==> src/trapezoid_wave_source_core_defines.svh <==
// Assertion macros shared by the trapezoid wave source modules.
// Each macro expects clk and rst in the scope where it is used.
`ifndef TRAPEZOID_WAVE_SOURCE_CORE_DEFINES_SVH
`define TRAPEZOID_WAVE_SOURCE_CORE_DEFINES_SVH

`define TWS_CHECK_NOW(lbl, ante, cons) \
  lbl: assert property (@(posedge clk) disable iff (rst) (ante) |-> (cons)) \
    else $error("tws check failed");

`define TWS_CHECK_NEXT(lbl, ante, cons) \
  lbl: assert property (@(posedge clk) disable iff (rst) (ante) |=> (cons)) \
    else $error("tws check failed");

`endif

==> src/tws_pkg.sv <==
package tws_pkg;

  localparam int PHASE_W        = 32;
  localparam int LEVEL_W        = 16;
  localparam int DERIV_W        = 32;
  localparam int DATA_W         = 32;
  localparam int ADDR_W         = 5;
  localparam int QUOT_W         = 16;
  localparam int PROD_W         = QUOT_W + PHASE_W;
  localparam int PHASE_BITS_DEF = 32;
  localparam int LEVEL_BITS_DEF = 16;

  localparam logic signed [LEVEL_W-1:0] LEVEL_HIGH_RST   = 16'sd1000;
  localparam logic signed [LEVEL_W-1:0] LEVEL_LOW_RST    = 16'sd0;
  localparam logic [PHASE_W-1:0]        PHASE_OFFSET_RST = 32'd0;
  localparam logic [PHASE_W-1:0]        LOW_END_RST      = 32'd2147483648;
  localparam logic [PHASE_W-1:0]        SLEW_LEN_RST     = 32'd42949673;
  localparam logic signed [DERIV_W-1:0] SLOPE_RST        = 32'sd100000;

  localparam logic signed [DERIV_W-1:0] DERIV_MAX = 32'sh7FFF_FFFF;
  localparam logic signed [DERIV_W-1:0] SLOPE_MIN = 32'sh8000_0000;

  typedef enum logic [1:0] {
    RGN_FALL = 2'd0,
    RGN_LOW  = 2'd1,
    RGN_RISE = 2'd2,
    RGN_HIGH = 2'd3
  } region_t;

  typedef enum logic [2:0] {
    IDX_LEVEL_HIGH   = 3'd0,
    IDX_LEVEL_LOW    = 3'd1,
    IDX_PHASE_OFFSET = 3'd2,
    IDX_LOW_END      = 3'd3,
    IDX_SLEW_LEN     = 3'd4,
    IDX_SLOPE        = 3'd5
  } reg_idx_t;

  typedef struct packed {
    logic signed [LEVEL_W-1:0] level_high;
    logic signed [LEVEL_W-1:0] level_low;
    logic [PHASE_W-1:0]        phase_offset;
    logic [PHASE_W-1:0]        low_end;
    logic [PHASE_W-1:0]        slew_len;
    logic signed [DERIV_W-1:0] slope;
  } cfg_t;

  typedef struct packed {
    region_t                   region;
    logic signed [LEVEL_W-1:0] base;
    logic                      neg;
    logic signed [DERIV_W-1:0] deriv;
  } side_t;

endpackage

==> src/tws_out.sv <==
`include "trapezoid_wave_source_core_defines.svh"

module tws_out #(
  parameter int LEVEL_BITS = tws_pkg::LEVEL_BITS_DEF
) (
  input  logic                                clk,
  input  logic                                rst,
  input  logic                                in_valid,
  input  logic [tws_pkg::QUOT_W-1:0]         in_quot,
  input  tws_pkg::side_t                      in_side,
  output logic                                en,
  output logic                                out_valid,
  input  logic                                out_ready,
  output logic signed [LEVEL_BITS-1:0]        voltage,
  output logic signed [tws_pkg::DERIV_W-1:0] derivative,
  output tws_pkg::region_t                    region
);

  localparam int SW = tws_pkg::LEVEL_W + 2;
  localparam int VW = (LEVEL_BITS > SW) ? LEVEL_BITS : SW;
  localparam logic signed [VW-1:0] VMAX = VW'((64'sd1 <<< (LEVEL_BITS - 1)) - 64'sd1);
  localparam logic signed [VW-1:0] VMIN = ~VMAX;

  logic                                o_valid;
  logic signed [LEVEL_BITS-1:0]        o_voltage;
  logic signed [tws_pkg::DERIV_W-1:0] o_deriv;
  tws_pkg::region_t                    o_region;
  logic                                s_valid;
  logic signed [LEVEL_BITS-1:0]        s_voltage;
  logic signed [tws_pkg::DERIV_W-1:0] s_deriv;
  tws_pkg::region_t                    s_region;

  logic                                ramp;
  logic signed [SW-1:0]                qs;
  logic signed [SW-1:0]                vsum;
  logic signed [VW-1:0]                vext;
  logic signed [VW-1:0]                vclamp;
  logic signed [LEVEL_BITS-1:0]        voltage_next;
  logic                                push;
  logic                                take;

  always_comb begin
    ramp = (in_side.region == tws_pkg::RGN_FALL) || (in_side.region == tws_pkg::RGN_RISE);
    qs   = '0;
    if (ramp) begin
      qs = in_side.neg ? -$signed({2'b00, in_quot}) : $signed({2'b00, in_quot});
    end
    vsum = SW'(in_side.base) + qs;
    vext = VW'(vsum);
    if (vext > VMAX) begin
      vclamp = VMAX;
    end else if (vext < VMIN) begin
      vclamp = VMIN;
    end else begin
      vclamp = vext;
    end
    voltage_next = vclamp[LEVEL_BITS-1:0];
  end

  assign en   = !s_valid;
  assign push = in_valid && en;
  assign take = o_valid && out_ready;

  always_ff @(posedge clk) begin
    if (rst) begin
      o_valid <= 1'b0;
      s_valid <= 1'b0;
    end else if (!o_valid || take) begin
      o_valid <= s_valid || push;
      s_valid <= 1'b0;
    end else if (push) begin
      s_valid <= 1'b1;
    end
  end

  always_ff @(posedge clk) begin
    if (!o_valid || take) begin
      if (s_valid) begin
        o_voltage <= s_voltage;
        o_deriv   <= s_deriv;
        o_region  <= s_region;
      end else begin
        o_voltage <= voltage_next;
        o_deriv   <= in_side.deriv;
        o_region  <= in_side.region;
      end
    end else if (push) begin
      s_voltage <= voltage_next;
      s_deriv   <= in_side.deriv;
      s_region  <= in_side.region;
    end
  end

  assign out_valid  = o_valid;
  assign voltage    = o_voltage;
  assign derivative = o_deriv;
  assign region     = o_region;

  `TWS_CHECK_NOW(a_skid_behind_out, s_valid, o_valid)
  `TWS_CHECK_NOW(a_out_from_pipe, $rose(o_valid), $past(push))
  `TWS_CHECK_NEXT(a_skid_hold, s_valid && !take, s_valid)

endmodule

==> config.mk <==
export PLATFORM = sky130hd
export DESIGN_NAME = tws_out
export DESIGN_NICKNAME = d
export VERILOG_FILES = /design/src/tws_pkg.sv /design/src/tws_out.sv
export VERILOG_INCLUDE_DIRS = /design/src /design/src/src
export SDC_FILE = /design/constraint.sdc
export NUM_CORES = 1
export LEC_CHECK = 0
export BUFFER_PORTS_ARGS = -buffer_cell sky130_fd_sc_hd__buf_2
export CAP_MARGIN = 15
export CORE_MARGIN = 2
export CORE_UTILIZATION = 50
export CTS_CLUSTER_SIZE = 40
export DETAILED_ROUTE_END_ITERATION = 7
export GPL_TIMING_DRIVEN = 0
export PLACE_DENSITY = 0.73
export REMOVE_ABC_BUFFERS = 1
export SYNTH_ARGS = -nofsm -noshare
export SYNTH_HDL_FRONTEND = slang
export SYNTH_SLANG_ARGS = --single-unit
==> constraint.sdc <==
create_clock -name clk -period 11.2 [get_ports clk]
set_input_delay 2.24 -clock clk [delete_from_list [all_inputs] [get_ports clk]]
set_output_delay 2.24 -clock clk [all_outputs]
set_load 0.02 [all_outputs]
==> qor.yml, run 1 <==
status: "complete, no violations"
numCtsBuffers: 9
drt_iter0_drc: 151
synth_ff_type: "edfxtp_1"
syn_inst: 417
cts_hold_buf: 0
layout.area.seq_sq_mm: 0.003044
rows: 37
antenna_found_initial: 0
fin_crit_ns: 6.026
critPathLaunchType: "input pin"
maxSlewHeadroom_pct: 43.35
yosysSeqAreaShare_pct: 58.57
crit_buf_inv: 1
drc: 0
cap_violations: 0
finalNetCount: 629
r2r_cells: 5
avgSynthCellArea_sq_um: 12.46
area_growth_syn_to_layout_pct: 19.22
routed_wl_microns: 10120
hold-worst-slack_ns: 0.5330
crit_cells: 16
cp.required_ns: 11.42
postCtsSetupBuffers: 0
yosys.area_share.xor_xnor_pct: 4.383
period_share_pct: 53.80
h-tree-depth: 3
clock_path_buffers: 2
antenna_cells: 0
fmax_mhz: 165.9
synth_mux_area_share_pct: 7.779
multiInputGateArea_sq_mm: 0.002032
postSynth.asyncResetShare_pct: 0
grt_usage_pct: 18.37
synth_cell_types: 52
portBuffers: 122
core_area_sq_mm: 0.01018
rsz0062_at_grt: "false"
gp_congestion: 0.8430
vias: 3546
ys_seq_elements: 102
wl_per_cell_microns: 14.89
crit_chain: "buf_2, nor3_1, nand3b_1, nand2b_1, o31ai_1, xor2_1, nor2_1, ha_1, a21oi_1, o21ai_0, nor3_1, a211oi_1, o211ai_1, a211oi_4, nor2_1, o21ai_1"
path_max_fanout: 15
synth_enable_flop_cells: 100
critPathTopFamily: "compound AO/OA/AOI/OAI gates"
cts_root_buf: "clkbuf_8"
power_leakage_nw: 2.463
ys_warn_count: 0
vdd_ir_drop_max_uv: 75.88
cts_tree: "yes"
synth_area_sq_mm: 0.005195
critPathKind: "input pin to register"
synth_top_family_by_area: "simple AND/OR/NAND/NOR gates"
endpoint_kind: "register"
dieHeight_microns: 105.9
power_density_mw_per_mm2: 152.5
vias_per_cell: 5.215
timing.hold.worst_path_depth: 2
drtPass1Iterations: 4
drv_slew: 0
fp.dieArea_sq_mm: 0.01122
synth-simple-area-share_pct: 11.32
fill_cells: 825
hold_viol_final: 0
die_w_microns: 105.9
crit_path_max_incr_delay_ns: 0.73
cts.repair.resized: 0
grt.overflow.total: 0
grt_start_max_net_pins: 37
tns_ns: 0
io_pins: 123
arrival_ns: 6.24
synth-compound-area-share_pct: 10.77
layout_common_cells: "buf_2 (122), edfxtp_1 (100), nor2_1 (50)"
clk_pin_slew_ns: 0.09
ant_nets: 0
clock_latency_ns: 0.36
grt_pass1_wl_microns: 16330
initial_core_util_pct: 51.01
final_common_cell: "buf_2"
crit_slowest_cell: "a211oi_4"
finalClockSkew_ns: 0.01222
clock_sink_count: 102
first_global_vias: 3386
setup_viol: 0
min_path_type: "register to register"
yosys.area_share.adder_pct: 4.721
post-dp-hpwl_microns: 7716
max_slew.worst_pin.slew_ns: 0.8460
drive_above_1_share_pct: 37.87
total_power_uw: 944.6
==> final cells by class <==
cell class,count,share of cell area [%]
tap,136,2.747
inverter,12,0.7273
clock inverter,2,0.9697
sequential,102,49.15
multi-input combinational,286,32.81
clock buffer,14,2.303
timing repair buffer,128,11.29
==> stage by stage <==
| step | cell area [sq um] | setup slack (ns) | util, % | std cells |
|---|---|---|---|---|
| 3_3_place_gp | 5893 | 0.7848 | 57.86 | 658 |
| 3_5_place_dp | 5991 | 4.782 | 58.82 | 664 |
| 2_1_floorplan | 5112 | 3.400 | - | 400 |
| 6_report | 6193 | 5.174 | 60.81 | 680 |
| 4_1_cts | 6193 | 5.165 | 60.81 | 680 |
| 5_1_grt | 6193 | 4.794 | 60.81 | 680 |
==> final timing paths <==
kind                              startpoint  slack [ns]             to
worst max-delay path              in_quot[3]        5.17     voltage[3]
worst min-delay path            s_voltage[9]        0.53     voltage[9]
worst max register to register     out_valid        8.70  s_voltage[10]
worst min register to register  s_voltage[9]        0.53     voltage[9]
==> per-layer routing <==
| metal | routed length (microns) | share of wire [%] | up-vias | global-route usage, % |
|---|---|---|---|---|
| met5 | 0 | 0 | - | 0 |
| met1 | 4676 | 46 | 1626 | 25.22 |
| met2 | 4711 | 47 | 132 | 29.49 |
| li1 | - | - | 1781 | - |
| met4 | 80 | 0.79 | 0 | 5.639 |
| met3 | 654 | 6.5 | 7 | 3.985 |
==> cell families after synthesis <==
kind of cell | after synthesis
AOI/OAI and AO/OA | 78
xor gates and xnor gates | 26
buffers and inverters | 29
adders and majority gates | 19
and+or+nand+nor | 127
DFF | 102
muxes | 36
==> power breakdown <==
group	internal (mW)	total, mW	leakage (nW)	switching [mW]
clock	0.127	0.239	0.0989	0.112
sequential	0.465	0.473	0.995	0.00804
combinational	0.0872	0.233	1.37	0.146
total	0.679	0.945	2.46	0.266
==> tightest hold or removal path, cell delays in order, from the launching register on <==
cell	delay (ns)
edfxtp_1	0.33
nand2_1	0.06
o21ai_2	0.05
==> synthesized netlist by cell type (7+ instances only) <==
cell      count  area [sq um]
a21oi_1      16         80.08
clkbuf_1     14         52.55
edfxtp_1    100          3003
ha_1         18         225.2
inv_1        11         41.29
mux2_2       35         394.1
nand2_1      32         120.1
nand3_1       7         35.03
nor2_1       50         187.7
nor2_2       12         75.07
o21ai_0      10         50.05
o21ai_1       7         35.03
o21ai_2       8         70.07
xnor2_1       7         61.31
xor2_1       19         166.4
==> state kept, by name, summed over array words and instances, names as in the netlist <==
signal,count
derivative,32
s_deriv,32
s_voltage,16
voltage,16
region,2
s_region,2
out_valid,1
s_valid,1
No activity file was read; power rests on OpenSTA's default activity.
==> run 2: changes to the inputs <==
--- a/config.mk
+++ b/config.mk
@@ -6,6 +6,7 @@
 export SDC_FILE = /design/constraint.sdc
 export NUM_CORES = 1
 export LEC_CHECK = 0
+export ABC_AREA = 1
 export BUFFER_PORTS_ARGS = -buffer_cell sky130_fd_sc_hd__buf_2
 export CAP_MARGIN = 15
 export CORE_MARGIN = 2
@@ -13,7 +14,7 @@
 export CTS_CLUSTER_SIZE = 40
 export DETAILED_ROUTE_END_ITERATION = 7
 export GPL_TIMING_DRIVEN = 0
-export PLACE_DENSITY = 0.73
+export PLACE_DENSITY = 0.75
 export REMOVE_ABC_BUFFERS = 1
 export SYNTH_ARGS = -nofsm -noshare
 export SYNTH_HDL_FRONTEND = slang
==> constraint.sdc (replaced) <==
create_clock -name clk -period 5.35 [get_ports clk]
set_input_delay 1.07 -clock clk [delete_from_list [all_inputs] [get_ports clk]]
set_output_delay 1.07 -clock clk [all_outputs]
set_load 0.02 [all_outputs]
==> run 2 against run 1 <==
Compared with the run above: sequential cell count is the same; worst hold slack lost 0.0084 ns; clock power grew 98%; largest power group unchanged; cell count grew 28%; utilization shrank 0.58 points.
==> qor.yml, run 2 <==
yosysSeqAreaShare_pct: 54.63  # was 58.57%
synthTopCellsByArea: "edfxtp_1 (54%), nand2_1 (16%), ha_1 (4.0%)"  # was edfxtp_1 (58%), mux2_2 (7.6%), ha_1 (4.3%)
multiInputGateArea_sq_mm: 0.002246  # was 0.002032 sq mm
tns_ns: 0  # unchanged
fmax_mhz: 250.7
fin_crit_ns: 3.988
io_pins: 123  # unchanged
cap_violations: 0  # unchanged
synth_most_common_cell: "nand2_1"  # was edfxtp_1
fp.dieArea_sq_mm: 0.01200  # was 0.01122 sq mm
finalWorstSetupSlack_ns: 1.362  # was 5.174 ns
postCtsSetupBuffers: 0  # unchanged
reg2reg_setup_slack_ns: 2.51  # was 8.70 ns
initial_core_util_pct: 51.39  # was 51.01%
final_common_cell: "nand2_1"  # was buf_2
clock_path_buffers: 2  # unchanged
hp-start: "s_voltage[14]"  # was s_voltage[9]
min_to: "voltage[14]"  # was voltage[9]
synth_enable_flop_cells: 100  # unchanged
critPathKind: "input pin to register"  # unchanged
syn_inst: 604  # was 417
antenna_found_initial: 0  # unchanged
switching_share_pct: 30.66  # was 28.15%
numCtsBuffers: 9  # unchanged
core_area_sq_mm: 0.01084  # was 0.01018 sq mm
arrival_ns: 4.11  # was 6.24 ns
synth_ff_type: "edfxtp_1"  # unchanged
netlist.area_leader.share_pct: 53.91  # was 57.80%
synth_top_cell_by_area: "edfxtp_1"  # unchanged
area_growth_syn_to_layout_pct: 17.21  # was 19.22%
r2r_cells: 5  # unchanged
finalNetCount: 815  # was 629
synth_mux_area_share_pct: 0  # was 7.779%
grt.overflow.total: 0  # unchanged
h-tree-depth: 3  # unchanged
grt_pass1_wl_microns: 18420  # was 16,330 microns
drive_above_1_share_pct: 27.81  # was 37.87%
critPathLaunchType: "input pin"  # unchanged
layout.area.seq_sq_mm: 0.003044  # unchanged
clock_power_share_pct: 24.3  # was 25.3%
synth_area_sq_mm: 0.005570  # was 0.005195 sq mm
yosys.area_share.xor_xnor_pct: 1.730  # was 4.383%
grt.busiest_layer: "met2"  # unchanged
ys_warn_count: 0  # unchanged
synth_top_family_by_area: "simple AND/OR/NAND/NOR gates"  # unchanged
die_w_microns: 109.6  # was 105.9 microns
seqPwrFrac_pct: 50.5  # was 50.1%
cp_common_cell: "nand2_1"
portBuffers: 122  # unchanged
total_power_mw: 1.945  # was 944.6 uW
antenna_cells: 0  # unchanged
endpoint_kind: "register"  # unchanged
hold_viol_final: 0  # unchanged
intPower_mw: 1.349  # was 678.7 uW
use_met2_pct: 34.83  # was 29.49%
cts.repair.resized: 0  # unchanged
rows: 38  # was 37
post-route-util_pct: 60.23  # was 60.81%
synth-simple-area-share_pct: 28.62  # was 11.32%
dieHeight_microns: 109.6  # was 105.9 microns
vias: 4278  # was 3,546
crit_slowest_cell: "ha_1"  # was a211oi_4
path_max_fanout: 17  # was 15
timing.hold.worst_path_depth: 2  # unchanged
clock_latency_ns: 0.36  # about the same
synth-compound-area-share_pct: 5.391  # was 10.77%
wl_per_cell_microns: 13.41  # was 14.89 microns
yosys-top-cells-count: "nand2_1 (231), edfxtp_1 (100), inv_1 (40), nor2_1 (38), a21oi_1 (29)"  # was edfxtp_1 (100), nor2_1 (50), mux2_2 (35), nand2_1 (32), xor2_1 (19)
synth_cell_types: 35  # was 52
hold-worst-slack_ns: 0.5245  # was 0.5330 ns
power_leakage_nw: 3.060  # was 2.463 nW
yosys.area_share.adder_pct: 4.403  # was 4.721%
use_met1_pct: 24.37  # was 25.22%
avgSynthCellArea_sq_um: 9.222  # was 12.46 sq um
r2r_end: "s_voltage[12]"  # was s_voltage[10]
rsz0062_at_grt: "false"  # unchanged
post_dp_cell_area_sq_mm: 0.006331  # was 0.005991 sq mm
drtPass1Iterations: 4  # unchanged
drc: 0  # unchanged
grt_usage_pct: 19.60  # was 18.37%
postSynth.asyncResetShare_pct: 0  # unchanged
status: "complete, no violations"  # unchanged
cts_root_buf: "clkbuf_8"  # unchanged
crit_path_max_incr_delay_ns: 0.32  # was 0.73 ns
min_path_type: "register to register"  # unchanged
ant_nets: 0  # unchanged
clock_sink_count: 102  # unchanged
period_share_pct: 74.55
power_frac_comb_pct: 25.2  # was 24.7%
met3_usage_pct: 3.260  # was 3.985%
maxSlewHeadroom_pct: 38.26  # was 43.35%
max_slew.worst_pin.slew_ns: 0.9260  # was 0.8460 ns
worstReg2RegStart: "s_valid"  # was out_valid
post-dp-hpwl_microns: 8829  # was 7716 microns
first_global_vias: 4040  # was 3,386
cp.required_ns: 5.47  # was 11.42 ns
gp_congestion: 0.8764  # was 0.8430
p_sw_uw: 596.3  # was 265.9 uW
drt_iter0_drc: 210  # was 151
final_area_sq_mm: 0.006529  # was 0.006193 sq mm
place_ws_ns: 1.091  # was 4.782 ns
dp.cells: 854  # was 664
crit_chain: "buf_2, inv_2, nand3_2, nor2_4, nand2_1, nor2_1, nand2_1, o21ai_0, o21ai_0, a21oi_1, ha_1, nand2_1, nand2_1, nand3_1, nand2_1, nor2_1, nand3_1, nand2_1, nand2_2, nand2_4, nand2_1, nand2_1, nand2_1"  # was buf_2, nor3_1, nand3b_1, nand2b_1, o31ai_1, xor2_1, nor2_1, ha_1, a21oi_1, o21ai_0, nor3_1, a211oi_1, o211ai_1, a211oi_4, nor2_1, o21ai_1
cts_tree: "yes"  # unchanged
fill_cells: 909  # was 825
clk_pin_slew_ns: 0.09  # about the same
vdd_ir_drop_max_uv: 181.6  # was 75.88 uV
power_density_mw_per_mm2: 297.9  # was 152.5 mW/mm^2
setup_viol: 0  # unchanged
vias_per_cell: 4.917  # was 5.215
cts_hold_buf: 0  # unchanged
grt_start_max_net_pins: 51  # was 37
routed_wl_microns: 11670  # was 10,120 microns
finalClockSkew_ns: 0.005499  # was 0.01222 ns
drv_slew: 0  # unchanged
layout_common_cells: "nand2_1 (230), buf_2 (122), edfxtp_1 (100)"  # was buf_2 (122), edfxtp_1 (100), nor2_1 (50)
fin_cells: 870  # was 680
ys_seq_elements: 102  # unchanged
-- run 2: cell count changes after synthesis, moves of 12 or more --
cell,previous run,this run
inv_1,11,40
nand3_1,7,23
nand2_2,0,23
a21oi_1,16,29
nand2_1,32,231
mux2_2,35,0
nor2_1,50,38
nand2_4,0,17
-- run 2: kinds of logic after synthesis --
kind of cell,Yosys count
DFF,102
AOI/OAI and AO/OA,53
adders and majority gates,19
buffers and inverters,67
xor gates and xnor gates,11
and+or+nand+nor,352
-- run 2: final cells by class --
cell class / instances / share of cell area, %
Clock buffer: 9 / 1.897
Timing Repair Buffer: 125 / 10.27
Tap cell: 140 / 2.683
Sequential cell: 102 / 46.63
Multi-Input combinational cell: 435 / 34.40
Inverter: 52 / 2.990
Clock inverter: 7 / 1.131
-- run 2: worst max-delay path by stage --
stage | from | to | depth (start not counted)
6_report | in_quot[2] | voltage[3] | 23
5_1_grt | in_quot[2] | voltage[3] | 23
4_1_cts | in_quot[2] | voltage[3] | 23
3_5_place_dp | in_quot[2] | voltage[3] | 23
3_3_place_gp | out_ready | s_voltage[15] | 4
2_1_floorplan | out_ready | s_deriv[0] | 3
-- run 2: critical path, delay by kind of cell --
family          cells  cell delay, ns
fa+ha+maj           1            0.32
buf+inv             2            0.19
simple gates       17            1.92
compound gates      3            0.59
-- run 2: power by group through the flow --
stage | Combinational (mW) | Sequential, mW | Clock (mW)
2_1_floorplan | 0.269 | 1.08 | 0
3_3_place_gp | 0.473 | 1.00 | 0
3_5_place_dp | 0.493 | 1.00 | 0
4_1_cts | 0.494 | 0.982 | 0.485
5_1_grt | 0.545 | 0.989 | 0.517
6_report | 0.491 | 0.982 | 0.473
-- run 2: per-layer routing --
| metal | wire length, microns | vias up | share of wire (%) |
|---|---|---|---|
| met1 | 5067 | 1903 | 43 |
| met3 | 775 | 10 | 6.6 |
| li1 | - | 2219 | - |
| met2 | 5709 | 146 | 49 |
| met4 | 116 | 0 | 0.99 |
| met5 | 0 | - | 0 |
==> run 3: changes to the inputs <==
--- a/config.mk
+++ b/config.mk
@@ -6,11 +6,11 @@
 export SDC_FILE = /design/constraint.sdc
 export NUM_CORES = 1
 export LEC_CHECK = 0
-export ABC_AREA = 1
+export ABC_AREA = 0
 export BUFFER_PORTS_ARGS = -buffer_cell sky130_fd_sc_hd__buf_2
 export CAP_MARGIN = 15
 export CORE_MARGIN = 2
-export CORE_UTILIZATION = 50
+export CORE_UTILIZATION = 49
 export CTS_CLUSTER_SIZE = 40
 export DETAILED_ROUTE_END_ITERATION = 7
 export GPL_TIMING_DRIVEN = 0
==> constraint.sdc (replaced) <==
create_clock -name clk -period 3.5 [get_ports clk]
set_input_delay 0.7 -clock clk [delete_from_list [all_inputs] [get_ports clk]]
set_output_delay 0.7 -clock clk [all_outputs]
set_load 0.02 [all_outputs]
==> run 3 against run 2 <==
Compared with the run above: the flow now finishes with violations (setup timing); critical path depth decreased by 5; count of clock-buffer cells in the layout up 1; setup slack got worse by 1.6 ns; cell count shrank 19%; utilization grew 6.6 points; register-to-register slack lost 1.3 ns; highest routed layer unchanged.
==> qor.yml, run 3 (same netlist as run 1, synthesis figures left out) <==
status: "finished with violations"  # was complete, no violations
violations: "setup timing"
vias_per_cell: 5.331  # was 4.917
finalClockSkew_ns: 0.005559  # was 0.005499 ns
min_to: "out_valid"  # was voltage[14]
wirelength_met1_microns: 4891  # was 5067 microns
power_frac_comb_pct: 33.0  # was 25.2%
path_max_fanout: 7  # was 17
cp.required_ns: 3.63  # was 5.47 ns
cts_root_buf: "clkbuf_8"  # unchanged
reg2reg_setup_slack_ns: 1.17  # was 2.51 ns
core_area_sq_mm: 0.01032  # was 0.01084 sq mm
drv_slew: 0  # unchanged
crit_chain: "buf_8, nor3_4, nand3b_1, o31ai_2, xor2_1, nor2_2, ha_4, a21o_1, a21oi_2, o211ai_1, or4_4, o211ai_1, buf_4, nor2_4, buf_6, nor2_4, clkbuf_16, nor2_1"  # was buf_2, inv_2, nand3_2, nor2_4, nand2_1, nor2_1, nand2_1, o21ai_0, o21ai_0, a21oi_1, ha_1, nand2_1, nand2_1, nand3_1, nand2_1, nor2_1, nand3_1, nand2_1, nand2_2, nand2_4, nand2_1, nand2_1, nand2_1
critPathKind: "input pin to register"  # unchanged
rsz0062_at_grt: "true"  # was false
clock_sink_count: 102  # unchanged
post_dp_cell_area_sq_mm: 0.005991  # was 0.006331 sq mm
h-tree-depth: 3  # unchanged
portBuffers: 122  # unchanged
initial_core_util_pct: 50.32  # was 51.39%
dieHeight_microns: 107.0  # was 109.6 microns
drc: 0  # unchanged
clock_path_buffers: 2  # unchanged
met2_length_microns: 5659  # was 5709 microns
post-dp-hpwl_microns: 7715  # was 8829 microns
wl_per_cell_microns: 16.08  # was 13.41 microns
hold_viol_final: 0  # unchanged
setup_viol: 30  # was 0
fmax_mhz: 270.3
numCtsBuffers: 9  # unchanged
critPathLaunchType: "input pin"  # unchanged
endpoint_kind: "register"  # unchanged
cap_violations: 0  # unchanged
antenna_cells: 0  # unchanged
vdd_ir_drop_max_uv: 262.3  # was 181.6 uV
gp_congestion: 0.8323  # was 0.8764
antenna_found_initial: 0  # unchanged
crit_buf_inv: 4  # was 2
rows: 37  # was 38
grt_usage_pct: 19.54  # was 19.60%
fin_cells: 708  # was 870
worstReg2RegStart: "out_valid"  # was s_valid
grt_pass1_wl_microns: 17600  # was 18,420 microns
die_w_microns: 107.0  # was 109.6 microns
routed.top_layer: "met4"  # unchanged
fp.dieArea_sq_mm: 0.01144  # was 0.01200 sq mm
fin_crit_ns: 3.699
io_pins: 123  # unchanged
finalNetCount: 657  # was 815
total_power_mw: 3.183  # was 1.945 mW
layout_common_cells: "buf_2 (118), edfxtp_1 (100), mux2_2 (34)"  # was nand2_1 (230), buf_2 (122), edfxtp_1 (100)
vias: 3774  # was 4,278
dp.cells: 664  # was 854
cts_tree: "yes"  # unchanged
finalWorstSetupSlack_ns: -0.1990  # was 1.362 ns
min_path_type: "input pin to register"  # was register to register
period_share_pct: 105.7
crit_path_max_incr_delay_ns: 0.42  # was 0.32 ns
maxSlewHeadroom_pct: 42.96  # was 38.26%
drt_iter0_drc: 181  # was 210
intPower_mw: 2.196  # was 1.349 mW
grt.overflow.total: 0  # unchanged
power_density_mw_per_mm2: 461.2  # was 297.9 mW/mm^2
place_ws_ns: -1.424  # was 1.091 ns
timing.hold.worst_path_depth: 2  # unchanged
arrival_ns: 3.83  # was 4.11 ns
first_global_vias: 3684  # was 4,040
routed_wl_microns: 11380  # was 11,670 microns
post-route-util_pct: 66.85  # was 60.23%
drtPass1Iterations: 4  # unchanged
clk_pin_slew_ns: 0.09  # about the same
seqPwrFrac_pct: 47.6  # was 50.5%
hp-start: "rst"  # was s_voltage[14]
max_slew.worst_pin.slew_ns: 0.8519  # was 0.9260 ns
ant_nets: 0  # unchanged
grt_start_max_net_pins: 29  # was 51
critPathTopFamily: "simple AND/OR/NAND/NOR gates"  # unchanged
p_sw_uw: 986.6  # was 596.3 uW
r2r_cells: 4  # was 5
final_common_cell: "buf_2"  # was nand2_1
clock_power_share_pct: 19.4  # was 24.3%
final_area_sq_mm: 0.006902  # was 0.006529 sq mm
drive_above_1_share_pct: 50.87  # was 27.81%
r2r_end: "s_voltage[1]"  # was s_voltage[12]
power_leakage_nw: 2.693  # was 3.060 nW
wl_met3_microns: 598  # was 775 microns
clock_latency_ns: 0.36  # about the same
area_growth_syn_to_layout_pct: 32.85  # was 17.21%
switching_share_pct: 30.99  # was 30.66%
crit_slowest_cell: "or4_4"  # was ha_1
==> run 3: through the flow <==
step                      setup TNS [ns]  hold WS (ns)
final                             -4.918        0.5051
after global routing              -8.636        0.4914
after CTS                        -0.9277        0.4867
after detailed placement          -41.80        0.5149
after global placement           -301.13        0.5061
after floorplan                  -153.85        0.5008
==> run 3: worst max path at each step <==
stage | cells after the start | end | start
after floorplan | 2 | s_deriv[0] | out_ready
after global placement | 3 | s_voltage[1] | out_ready
after detailed placement | 16 | voltage[2] | in_quot[3]
after CTS | 18 | voltage[14] | in_quot[1]
after global routing | 18 | s_voltage[13] | in_quot[4]
final | 18 | s_voltage[13] | in_quot[4]
==> run 3: final cells by class <==
| cell class | count | area [sq um] |
|---|---|---|
| clock inverters | 6 | 28.78 |
| repair buffers | 156 | 1018 |
| inverters | 12 | 45.04 |
| well taps | 136 | 170.2 |
| fillers | 753 | 3422 |
| multi-input cells | 286 | 2467 |
| clock buffers | 10 | 127.6 |
| flip-flops and latches | 102 | 3044 |
==> run 3: repair_timing <==
action | CTS | global route
gates resized for setup | 43 | 64
endpoints found under the setup margin | 32 | 32
setup buffers | 17 | 9
cloned | 1 | 2
hold buffers | 0 | 0
pin swaps | 15 | 31
==> run 3: worst register-to-register path, cell delays in order, from the launching register on <==
cell      delay [ns]
dfxtp_1         0.36
nand2b_2        0.41
nor3b_2         0.86
buf_8           0.24
buf_6           0.18
==> run 3: layer usage <==
layer	track usage, %	up-vias
li1	-	1842
met4	7.050	0
met3	3.100	18
met5	0	-
met1	25.02	1794
met2	33.67	120
==> run 3: power by group through the flow <==
| stage | combinational [mW] | clock [mW] | sequential, mW |
|---|---|---|---|
| final | 1.05 | 0.618 | 1.52 |
| after global routing | 1.13 | 0.674 | 1.53 |
| after CTS | 0.891 | 0.630 | 1.52 |
| after detailed placement | 0.752 | 0 | 1.54 |
| after global placement | 0.726 | 0 | 1.55 |
| after floorplan | 0.388 | 0 | 1.67 |
